### src/hw/rtl/fapq_pkg.sv
// Shared types, codes and defaults for the FIFO and priority task pool.
package fapq_pkg;

	// Port field widths.
	localparam int ID_W = 16;
	localparam int PRI_W = 8;

	// Parameter defaults for the top level.
	localparam int DEF_FIFO_DEPTH = 16;
	localparam int DEF_TABLE_DEPTH = 16;
	localparam int DEF_ID_WIDTH = 16;

	// Command codes.
	localparam logic [1:0] CMD_PUSH_FIFO = 2'd0;
	localparam logic [1:0] CMD_PUSH_PRIO = 2'd1;
	localparam logic [1:0] CMD_POP_FIFO = 2'd2;
	localparam logic [1:0] CMD_POP_PRIO = 2'd3;

	// Status codes.
	localparam logic [1:0] ST_OK = 2'd0;
	localparam logic [1:0] ST_FULL = 2'd1;
	localparam logic [1:0] ST_EMPTY = 2'd2;

	// One input item.
	typedef struct packed {
		logic [1:0] cmd;
		logic [ID_W-1:0] task_id;
		logic [PRI_W-1:0] task_priority;
	} in_item_t;

	// One result item.
	typedef struct packed {
		logic [ID_W-1:0] out_task_id;
		logic [1:0] status;
		logic fifo_pending;
		logic prio_pending;
	} out_item_t;

	// Request from the control to one store.
	typedef struct packed {
		logic go;
		logic push;
		logic [ID_W-1:0] task_id;
		logic [PRI_W-1:0] task_priority;
	} store_req_t;

	// Completion from one store back to the control.
	typedef struct packed {
		logic done;
		logic [ID_W-1:0] task_id;
		logic [1:0] status;
	} store_rsp_t;

endpackage

### src/hw/rtl/fifo_and_priority_task_pool_core.sv
// Top level of the task pool: command decode, result register and both stores.
//
//  Channel  Ports                 Direction  Transfer
//  command  start, busy, item     in         start high while busy low
//  result   done, result          out        done high for one cycle
//
// A push passes the request register go_q, the store and the result register done_q;
// a FIFO pop adds one registered memory read. A table pop makes one memory read
// per entry to find the winner, then one per entry to pack the survivors.
// busy drops in the cycle that shows the result, so a new item can follow.
// Reset clears both stores to empty; no clearing pass is needed.
// The receiver cannot stall: each result is shown for exactly one cycle.
module fifo_and_priority_task_pool_core #(
	parameter int FIFO_DEPTH = fapq_pkg::DEF_FIFO_DEPTH,
	parameter int TABLE_DEPTH = fapq_pkg::DEF_TABLE_DEPTH,
	parameter int ID_WIDTH = fapq_pkg::DEF_ID_WIDTH
) (
	input logic clk,
	input logic arst_n,
	input logic start,
	output logic busy,
	input fapq_pkg::in_item_t item,
	output logic done,
	output fapq_pkg::out_item_t result
);
	import fapq_pkg::*;

	// Stored identifier width: bits above ID_WIDTH are dropped.
	localparam int IDW = (ID_WIDTH < ID_W) ? ID_WIDTH : ID_W;

	logic busy_q, go_q, tbl_q, push_q;
	logic [ID_W-1:0] id_q, res_id_q;
	logic [PRI_W-1:0] pri_q;
	logic [1:0] res_st_q;
	logic done_q;
	logic accept, tbl_sel, push_sel, sub_done;
	store_req_t fifo_req, tbl_req;
	store_rsp_t fifo_rsp, tbl_rsp;
	logic fifo_nonempty, tbl_nonempty;

	assign accept = start && !busy_q;
	assign sub_done = fifo_rsp.done || tbl_rsp.done;

	// Command decode.
	always_comb begin
		tbl_sel = 1'b0;
		push_sel = 1'b0;
		unique case (item.cmd) inside
			CMD_PUSH_FIFO: push_sel = 1'b1;
			CMD_PUSH_PRIO: begin
				push_sel = 1'b1;
				tbl_sel = 1'b1;
			end
			CMD_POP_PRIO: tbl_sel = 1'b1;
			default: tbl_sel = 1'b0;
		endcase
	end

	// Item capture and busy tracking.
	always_ff @(posedge clk or negedge arst_n) begin
		if (!arst_n) begin
			busy_q <= 1'b0;
			go_q <= 1'b0;
			done_q <= 1'b0;
		end else begin
			go_q <= accept;
			done_q <= sub_done;
			if (accept) begin
				busy_q <= 1'b1;
			end else if (sub_done) begin
				busy_q <= 1'b0;
			end
		end
	end

	always_ff @(posedge clk) begin
		if (accept) begin
			tbl_q <= tbl_sel;
			push_q <= push_sel;
			id_q <= item.task_id;
			pri_q <= item.task_priority;
		end
		if (sub_done) begin
			res_id_q <= fifo_rsp.done ? fifo_rsp.task_id : tbl_rsp.task_id;
			res_st_q <= fifo_rsp.done ? fifo_rsp.status : tbl_rsp.status;
		end
	end

	// Requests to the two stores.
	always_comb begin
		fifo_req.go = go_q && !tbl_q;
		fifo_req.push = push_q;
		fifo_req.task_id = id_q;
		fifo_req.task_priority = pri_q;
		tbl_req.go = go_q && tbl_q;
		tbl_req.push = push_q;
		tbl_req.task_id = id_q;
		tbl_req.task_priority = pri_q;
	end

	fapq_fifo #(
		.DEPTH(FIFO_DEPTH),
		.IDW(IDW)
	) u_fifo (
		.clk(clk),
		.arst_n(arst_n),
		.req(fifo_req),
		.rsp(fifo_rsp),
		.nonempty(fifo_nonempty)
	);

	fapq_table #(
		.DEPTH(TABLE_DEPTH),
		.IDW(IDW)
	) u_table (
		.clk(clk),
		.arst_n(arst_n),
		.req(tbl_req),
		.rsp(tbl_rsp),
		.nonempty(tbl_nonempty)
	);

	// Result: pending flags come from the store state after the step.
	assign busy = busy_q;
	assign done = done_q;
	always_comb begin
		result.out_task_id = res_id_q;
		result.status = res_st_q;
		result.fifo_pending = fifo_nonempty;
		result.prio_pending = tbl_nonempty;
	end

	// A store only completes while an item is in flight.
	a_done_busy: assert property (@(posedge clk) disable iff (!arst_n)
		sub_done |-> busy_q)
		else $error("store completed with no item in flight");

	// Only one store works on an item.
	a_one_store: assert property (@(posedge clk) disable iff (!arst_n)
		!(fifo_rsp.done && tbl_rsp.done))
		else $error("both stores completed together");

	// Each strobe follows exactly one store completion.
	a_strobe: assert property (@(posedge clk) disable iff (!arst_n)
		done |-> $past(sub_done))
		else $error("result strobe without a completion");

	// The request pulse lasts one cycle.
	a_go_pulse: assert property (@(posedge clk) disable iff (!arst_n)
		go_q |=> !go_q)
		else $error("request pulse held longer than one cycle");

endmodule

### src/hw/rtl/fapq_fifo.sv
// Plain FIFO of task identifiers held in a synchronous memory.
module fapq_fifo #(
	parameter int DEPTH = 16,
	parameter int IDW = 16
) (
	input logic clk,
	input logic arst_n,
	input fapq_pkg::store_req_t req,
	output fapq_pkg::store_rsp_t rsp,
	output logic nonempty
);
	import fapq_pkg::*;

	localparam int AW = (DEPTH > 1) ? $clog2(DEPTH) : 1;
	localparam int CW = $clog2(DEPTH + 1);

	localparam logic F_IDLE = 1'b0;
	localparam logic F_READ = 1'b1;

	logic [IDW-1:0] mem [DEPTH];
	logic [IDW-1:0] rd_data_q;
	logic [AW-1:0] head_q, tail_q, head_d, tail_d;
	logic [CW-1:0] count_q, count_d;
	logic state_q, state_d;
	logic wr_en;

	// Sequencing: pushes and pops on empty finish in the request cycle, other pops wait one read.
	always_comb begin
		rsp = '0;
		wr_en = 1'b0;
		head_d = head_q;
		tail_d = tail_q;
		count_d = count_q;
		state_d = state_q;
		unique case (state_q)
			F_IDLE: begin
				if (req.go) begin
					if (req.push) begin
						rsp.done = 1'b1;
						if (count_q == CW'(DEPTH)) begin
							rsp.status = ST_FULL;
						end else begin
							wr_en = 1'b1;
							tail_d = (tail_q == AW'(DEPTH - 1)) ? '0 : tail_q + 1'b1;
							count_d = count_q + 1'b1;
						end
					end else if (count_q == '0) begin
						rsp.done = 1'b1;
						rsp.status = ST_EMPTY;
					end else begin
						state_d = F_READ;
					end
				end
			end
			F_READ: begin
				rsp.done = 1'b1;
				rsp.task_id = ID_W'(rd_data_q);
				head_d = (head_q == AW'(DEPTH - 1)) ? '0 : head_q + 1'b1;
				count_d = count_q - 1'b1;
				state_d = F_IDLE;
			end
			default: state_d = F_IDLE;
		endcase
	end

	// Control registers.
	always_ff @(posedge clk or negedge arst_n) begin
		if (!arst_n) begin
			head_q <= '0;
			tail_q <= '0;
			count_q <= '0;
			state_q <= F_IDLE;
		end else begin
			head_q <= head_d;
			tail_q <= tail_d;
			count_q <= count_d;
			state_q <= state_d;
		end
	end

	// Storage: one write port at the tail, one registered read at the head.
	always_ff @(posedge clk) begin
		if (wr_en) begin
			mem[tail_q] <= req.task_id[IDW-1:0];
		end
		rd_data_q <= mem[head_q];
	end

	assign nonempty = (count_q != '0);

endmodule

### src/hw/rtl/fapq_table.sv
// Priority table kept in insertion order in a synchronous memory.
module fapq_table #(
	parameter int DEPTH = 16,
	parameter int IDW = 16
) (
	input logic clk,
	input logic arst_n,
	input fapq_pkg::store_req_t req,
	output fapq_pkg::store_rsp_t rsp,
	output logic nonempty
);
	import fapq_pkg::*;

	localparam int AW = $clog2(DEPTH);
	localparam int CW = $clog2(DEPTH + 1);
	localparam int EW = IDW + PRI_W;

	localparam logic [1:0] T_IDLE = 2'd0;
	localparam logic [1:0] T_SCAN = 2'd1;
	localparam logic [1:0] T_PACK = 2'd2;

	// Entries 0 .. count-1 are live, oldest first.
	logic [EW-1:0] mem [DEPTH];
	logic [EW-1:0] rd_data_q;
	logic [CW-1:0] count_q, count_d;
	logic [1:0] state_q, state_d;
	logic [AW-1:0] k_q, k_d, w_q, w_d, rd_addr, wr_addr;
	logic [IDW-1:0] best_id_q, best_id_d;
	logic [PRI_W-1:0] best_pri_q, best_pri_d;
	logic wr_en;
	logic [EW-1:0] wr_data;
	logic [IDW-1:0] d_id;
	logic [PRI_W-1:0] d_pri;
	logic last, keep;

	assign d_id = rd_data_q[EW-1:PRI_W];
	assign d_pri = rd_data_q[PRI_W-1:0];
	assign last = (CW'(k_q) == count_q - CW'(1));
	assign keep = (d_id != best_id_q);

	// A pop scans the live entries for the first highest priority, then
	// packs the entries whose identifier differs back down in order.
	always_comb begin
		rsp = '0;
		wr_en = 1'b0;
		wr_addr = w_q;
		wr_data = rd_data_q;
		rd_addr = '0;
		count_d = count_q;
		state_d = state_q;
		k_d = k_q;
		w_d = w_q;
		best_id_d = best_id_q;
		best_pri_d = best_pri_q;
		unique case (state_q)
			T_IDLE: begin
				if (req.go) begin
					if (req.push) begin
						rsp.done = 1'b1;
						if (count_q == CW'(DEPTH)) begin
							rsp.status = ST_FULL;
						end else begin
							wr_en = 1'b1;
							wr_addr = count_q[AW-1:0];
							wr_data = {req.task_id[IDW-1:0], req.task_priority};
							count_d = count_q + 1'b1;
						end
					end else if (count_q == '0) begin
						rsp.done = 1'b1;
						rsp.status = ST_EMPTY;
					end else begin
						k_d = '0;
						state_d = T_SCAN;
					end
				end
			end
			T_SCAN: begin
				if (k_q == '0 || d_pri > best_pri_q) begin
					best_id_d = d_id;
					best_pri_d = d_pri;
				end
				if (last) begin
					k_d = '0;
					w_d = '0;
					state_d = T_PACK;
				end else begin
					rd_addr = k_q + 1'b1;
					k_d = k_q + 1'b1;
				end
			end
			T_PACK: begin
				if (keep) begin
					wr_en = 1'b1;
					w_d = w_q + 1'b1;
				end
				if (last) begin
					rsp.done = 1'b1;
					rsp.task_id = ID_W'(best_id_q);
					count_d = CW'(w_q) + CW'(keep);
					state_d = T_IDLE;
				end else begin
					rd_addr = k_q + 1'b1;
					k_d = k_q + 1'b1;
				end
			end
			default: state_d = T_IDLE;
		endcase
	end

	// Control registers.
	always_ff @(posedge clk or negedge arst_n) begin
		if (!arst_n) begin
			count_q <= '0;
			state_q <= T_IDLE;
			k_q <= '0;
			w_q <= '0;
		end else begin
			count_q <= count_d;
			state_q <= state_d;
			k_q <= k_d;
			w_q <= w_d;
		end
	end

	// Running best entry of the scan.
	always_ff @(posedge clk) begin
		best_id_q <= best_id_d;
		best_pri_q <= best_pri_d;
	end

	// Storage: a pack write lands at or below the entry just read, never on an unread one.
	always_ff @(posedge clk) begin
		if (wr_en) begin
			mem[wr_addr] <= wr_data;
		end
		rd_data_q <= mem[rd_addr];
	end

	assign nonempty = (count_q != '0);

endmodule
### config.mk
export PLATFORM = sky130hd
export DESIGN_NAME = fifo_and_priority_task_pool_core
export DESIGN_NICKNAME = d
export VERILOG_FILES = /design/src/hw/rtl/fapq_pkg.sv /design/src/hw/rtl/fifo_and_priority_task_pool_core.sv /design/src/hw/rtl/fapq_fifo.sv /design/src/hw/rtl/fapq_table.sv
export SDC_FILE = /design/constraint.sdc
export NUM_CORES = 1
export LEC_CHECK = 0
export BUFFER_PORTS_ARGS = -buffer_cell sky130_fd_sc_hd__buf_2
export CAP_MARGIN = 20
export CORE_ASPECT_RATIO = 1.4
export CORE_MARGIN = 5
export CORE_UTILIZATION = 55
export DETAILED_ROUTE_END_ITERATION = 10
export PLACE_DENSITY = 0.71
export REMOVE_ABC_BUFFERS = 1
export SYNTH_ARGS = -nofsm -noshare
export SYNTH_HDL_FRONTEND = slang
export SYNTH_SLANG_ARGS = --single-unit
### constraint.sdc
create_clock -name clk -period 4.65 [get_ports clk]
set_input_delay 1.1625 -clock clk [delete_from_list [all_inputs] [get_ports clk]]
set_output_delay 1.1625 -clock clk [all_outputs]
set_load 0.1 [all_outputs]
==> results.py <==
metrics = {
    "grt": {
        "antenna_found_initial": 0,
        "grt_max_degree": 76,
        "grt_pass1_vias": 17950,
        "grt_pass1_wl_um": 111500,
        "grtUsageTotal_pct": 24.16,
        "grt_overflow": 0,
    },
    "final_layout": {
        "area_delta_synth_final_pct": 11.82,
        "drive_above_1_share_pct": 18.66,
        "nFillCells": 3870,
        "nNetsFinal": 2028,
        "layout.cells.non_filler": 2761,
        "final_common_cell": "edfxtp_1",
        "antenna_cells": 0,
        "multi_input_area_mm2": 0.007981,
        "final_cell_mix": "edfxtp_1 (708), nand2_1 (171), o21ai_0 (85)",
        "seqCellArea_mm2": 0.02287,
        "fin_util_pct": 62.07,
    },
    "placement": {
        "gp_congestion": 0.8279,
        "dp_hpwl_um": 44720,
        "io_buffers": 50,
        "place_inst": 2632,
    },
    "routing": {
        "vias_per_cell": 6.366,
        "totalWireLength_um": 74720,
        "drtAntennaViolNets": 0,
        "vias": 17580,
        "drtIter0Drc": 1801,
        "wl_per_cell_um": 27.06,
        "drc": 0,
        "first_pass_iters": 6,
    },
    "pwr": {
        "switchingPower_mw": 6.838,
        "power_leakage_nw": 11.65,
        "pwr-share-clk_pct": 27.4,
        "pwr-share-seq_pct": 45.6,
        "p_int_mw": 14.08,
        "p_comb_share_pct": 27.0,
        "swShare_pct": 32.69,
        "p_per_area_mw_per_mm2": 598.4,
        "max-vdd-ir-drop_mv": 0.4446,
        "total_power_mw": 20.92,
    },
    "logic_synthesis": {
        "yosysSeqAreaShare_pct": 73.13,
        "synth_edf_count": 708,
        "synthFlopType": "edfxtp_1",
        "synth.avg_cell_area_um2": 16.45,
        "synth-seq-cells": 780,
        "synth_top_cell_area_share_pct": 68.01,
        "syn_inst": 1901,
        "ys_types": 62,
        "ys_warn_count": 0,
        "ys_async_sr_fraction_pct": 4.103,
        "synthTopCellsByArea": "edfxtp_1 (68%), mux4_2 (6.1%), dfrtp_1 (2.6%)",
        "netlist_area_mm2": 0.03126,
        "yosys.area.top_type": "edfxtp_1",
    },
    "die": {
        "pin_count": 51,
        "core_mm2": 0.05632,
        "rows": 103,
        "dieArea_mm2": 0.06178,
        "initial_core_util_pct": 55.51,
        "die_h_um": 292.1,
        "die_w_um": 211.5,
    },
    "critical_path": {
        "cp_slowest_stage_delay_ps": 620,
        "path_class": "reg -> out",
        "crit_path_end_kind": "primary output",
        "start_kind": "flop",
        "worstPathCellList": "inv_1, ha_1, nor4b_1, inv_1, buf_2",
        "required_ps": 3490,
        "crit_arrival_ps": 2580,
        "worst_path_most_repeated_cell": "inv_1",
        "critPathBufInv": 3,
        "reg2reg_setup_slack_ps": 960,
        "cp_max_fo": 9,
        "critPathSlowestCell": "nor4b_1",
        "cpLargestDelayFamily": "simple AND/OR/NAND/NOR gates",
    },
    "sta": {
        "setup_tns_ps": 0,
        "hold_viol_final": 0,
        "rsz0062_at_grt": "no",
        "slew_headroom_pct": 22.99,
        "setup_viol": 0,
        "fmax_ghz": 0.2670,
        "finalClockSkew_ps": 26.92,
        "period_minus_slack_ps": 3745,
        "maxSlewViolCount": 0,
        "period_share_pct": 80.53,
        "worst_slew_pin_slew_ps": 1155,
    },
    "min_path": {
        "hold_class": "reg -> reg",
    },
    "clock_tree": {
        "clock_latency_ps": 620,
        "cts_hold_buf": 0,
        "post_cts_buffers": 0,
        "ctsRootBufferMaster": "clkbuf_16",
        "post_cts_resized": 0,
        "clkTransAtPathRegs_ps": 60,
        "cts_buffers": 71,
        "clock-sinks": 780,
        "cts_max_path_buffers": 3,
        "h-tree-depth": 3,
        "cts_tree": "yes",
    },
    "run": {
        "maxCapViolCount": 0,
    },
    "run_status": {
        "outcome": "finished, final reports clean",
    },
}
[power groups by stage]
stage | Sequential (mW) | Clock, mW | Combinational [mW]
final | 9.54 | 5.74 | 5.64
after global routing | 9.62 | 6.11 | 6.03
after CTS | 9.55 | 5.82 | 5.62
after detailed placement | 9.69 | 0 | 5.59
after global placement | 9.65 | 0 | 5.45
after floorplan | 9.92 | 0 | 3.32
[path summary, 6_finish.rpt]
path / start / end / depth (start not counted)
setup / recovery: u_table.count_q[0] / result[0] / 5
hold / removal: u_table.rd_data_q[0] / u_table.best_pri_q[0] / 0
setup reg to reg: u_table.count_q[0] / u_table.mem[2][10] / 7
hold reg to reg: u_table.rd_data_q[0] / u_table.best_pri_q[0] / 0
max in group asynchronous: arst_n / u_table.k_q[0] / 1
min in group asynchronous: arst_n / u_fifo.count_q[0] / 1
[cell usage after synthesis (3+ instances only)]
cell type / count
nor4_1: 28
inv_1: 33
o21a_1: 4
mux4_2: 84
nor2b_1: 7
ha_1: 27
a32o_1: 41
nand4_1: 5
dfrtp_1: 32
a211o_1: 25
xnor2_1: 10
nand2b_1: 6
buf_1: 9
a22o_1: 23
nor2_1: 91
buf_2: 27
a21oi_1: 62
o22ai_1: 3
a21boi_0: 21
nor3_1: 17
xor2_1: 21
clkbuf_1: 75
o221ai_1: 9
buf_4: 4
nand2_1: 171
mux2i_1: 67
edfxtp_1: 708
and3_1: 4
a32oi_1: 5
dfxtp_1: 40
o21ai_1: 4
a21o_1: 7
nor3b_1: 3
mux2_2: 24
nand3_1: 18
a31oi_1: 8
o2bb2ai_1: 60
o21ai_0: 86
[layout make-up]
type	count	area share, %
repair buffers	114	2.219
multi-input cells	970	22.83
clock buffers	98	5.662
inverters	34	0.3651
well taps	735	2.631
flip-flops and latches	780	65.42
clock inverters	30	0.8697
[routing by layer]
metal  vias to the layer above  routed length [um]  GRT usage (%)
met3                       203                5036          3.407
met2                       881               40210          42.95
met5                         -                   0              0
li1                       7627                   -              -
met1                      8865               26040          28.77
met4                         0                3435          11.93
[metrics by stage]
stage	cell area [um2]	setup WS [ps]	hold WS, ps
floorplan	30760	-2398	408.2
global placement	32650	1123	444.1
detailed placement	32650	1044	444.0
CTS	34930	883.3	457.9
global route	34960	767.9	467.1
finish	34960	905.2	451.2
[cells by family after synthesis]
logic type	share of synthesized area [%]
DFF	73.13
adders and majority gates	1.145
and+or+nand+nor	5.047
buffers and inverters	2.017
xor gates and xnor gates	0.9205
muxes	9.061
AOI/OAI and AO/OA	8.681
[flip-flops by register name, indices dropped and copies added (netlist names), 16 cells and up]
signal and flops:
u_table.mem 384, u_fifo.mem 256, u_table.rd_data_q 24, id_q 16
res_id_q 16, u_fifo.rd_data_q 16, u_table.best_id_q 16
Note: power is estimated with default switching activity, not from simulation.
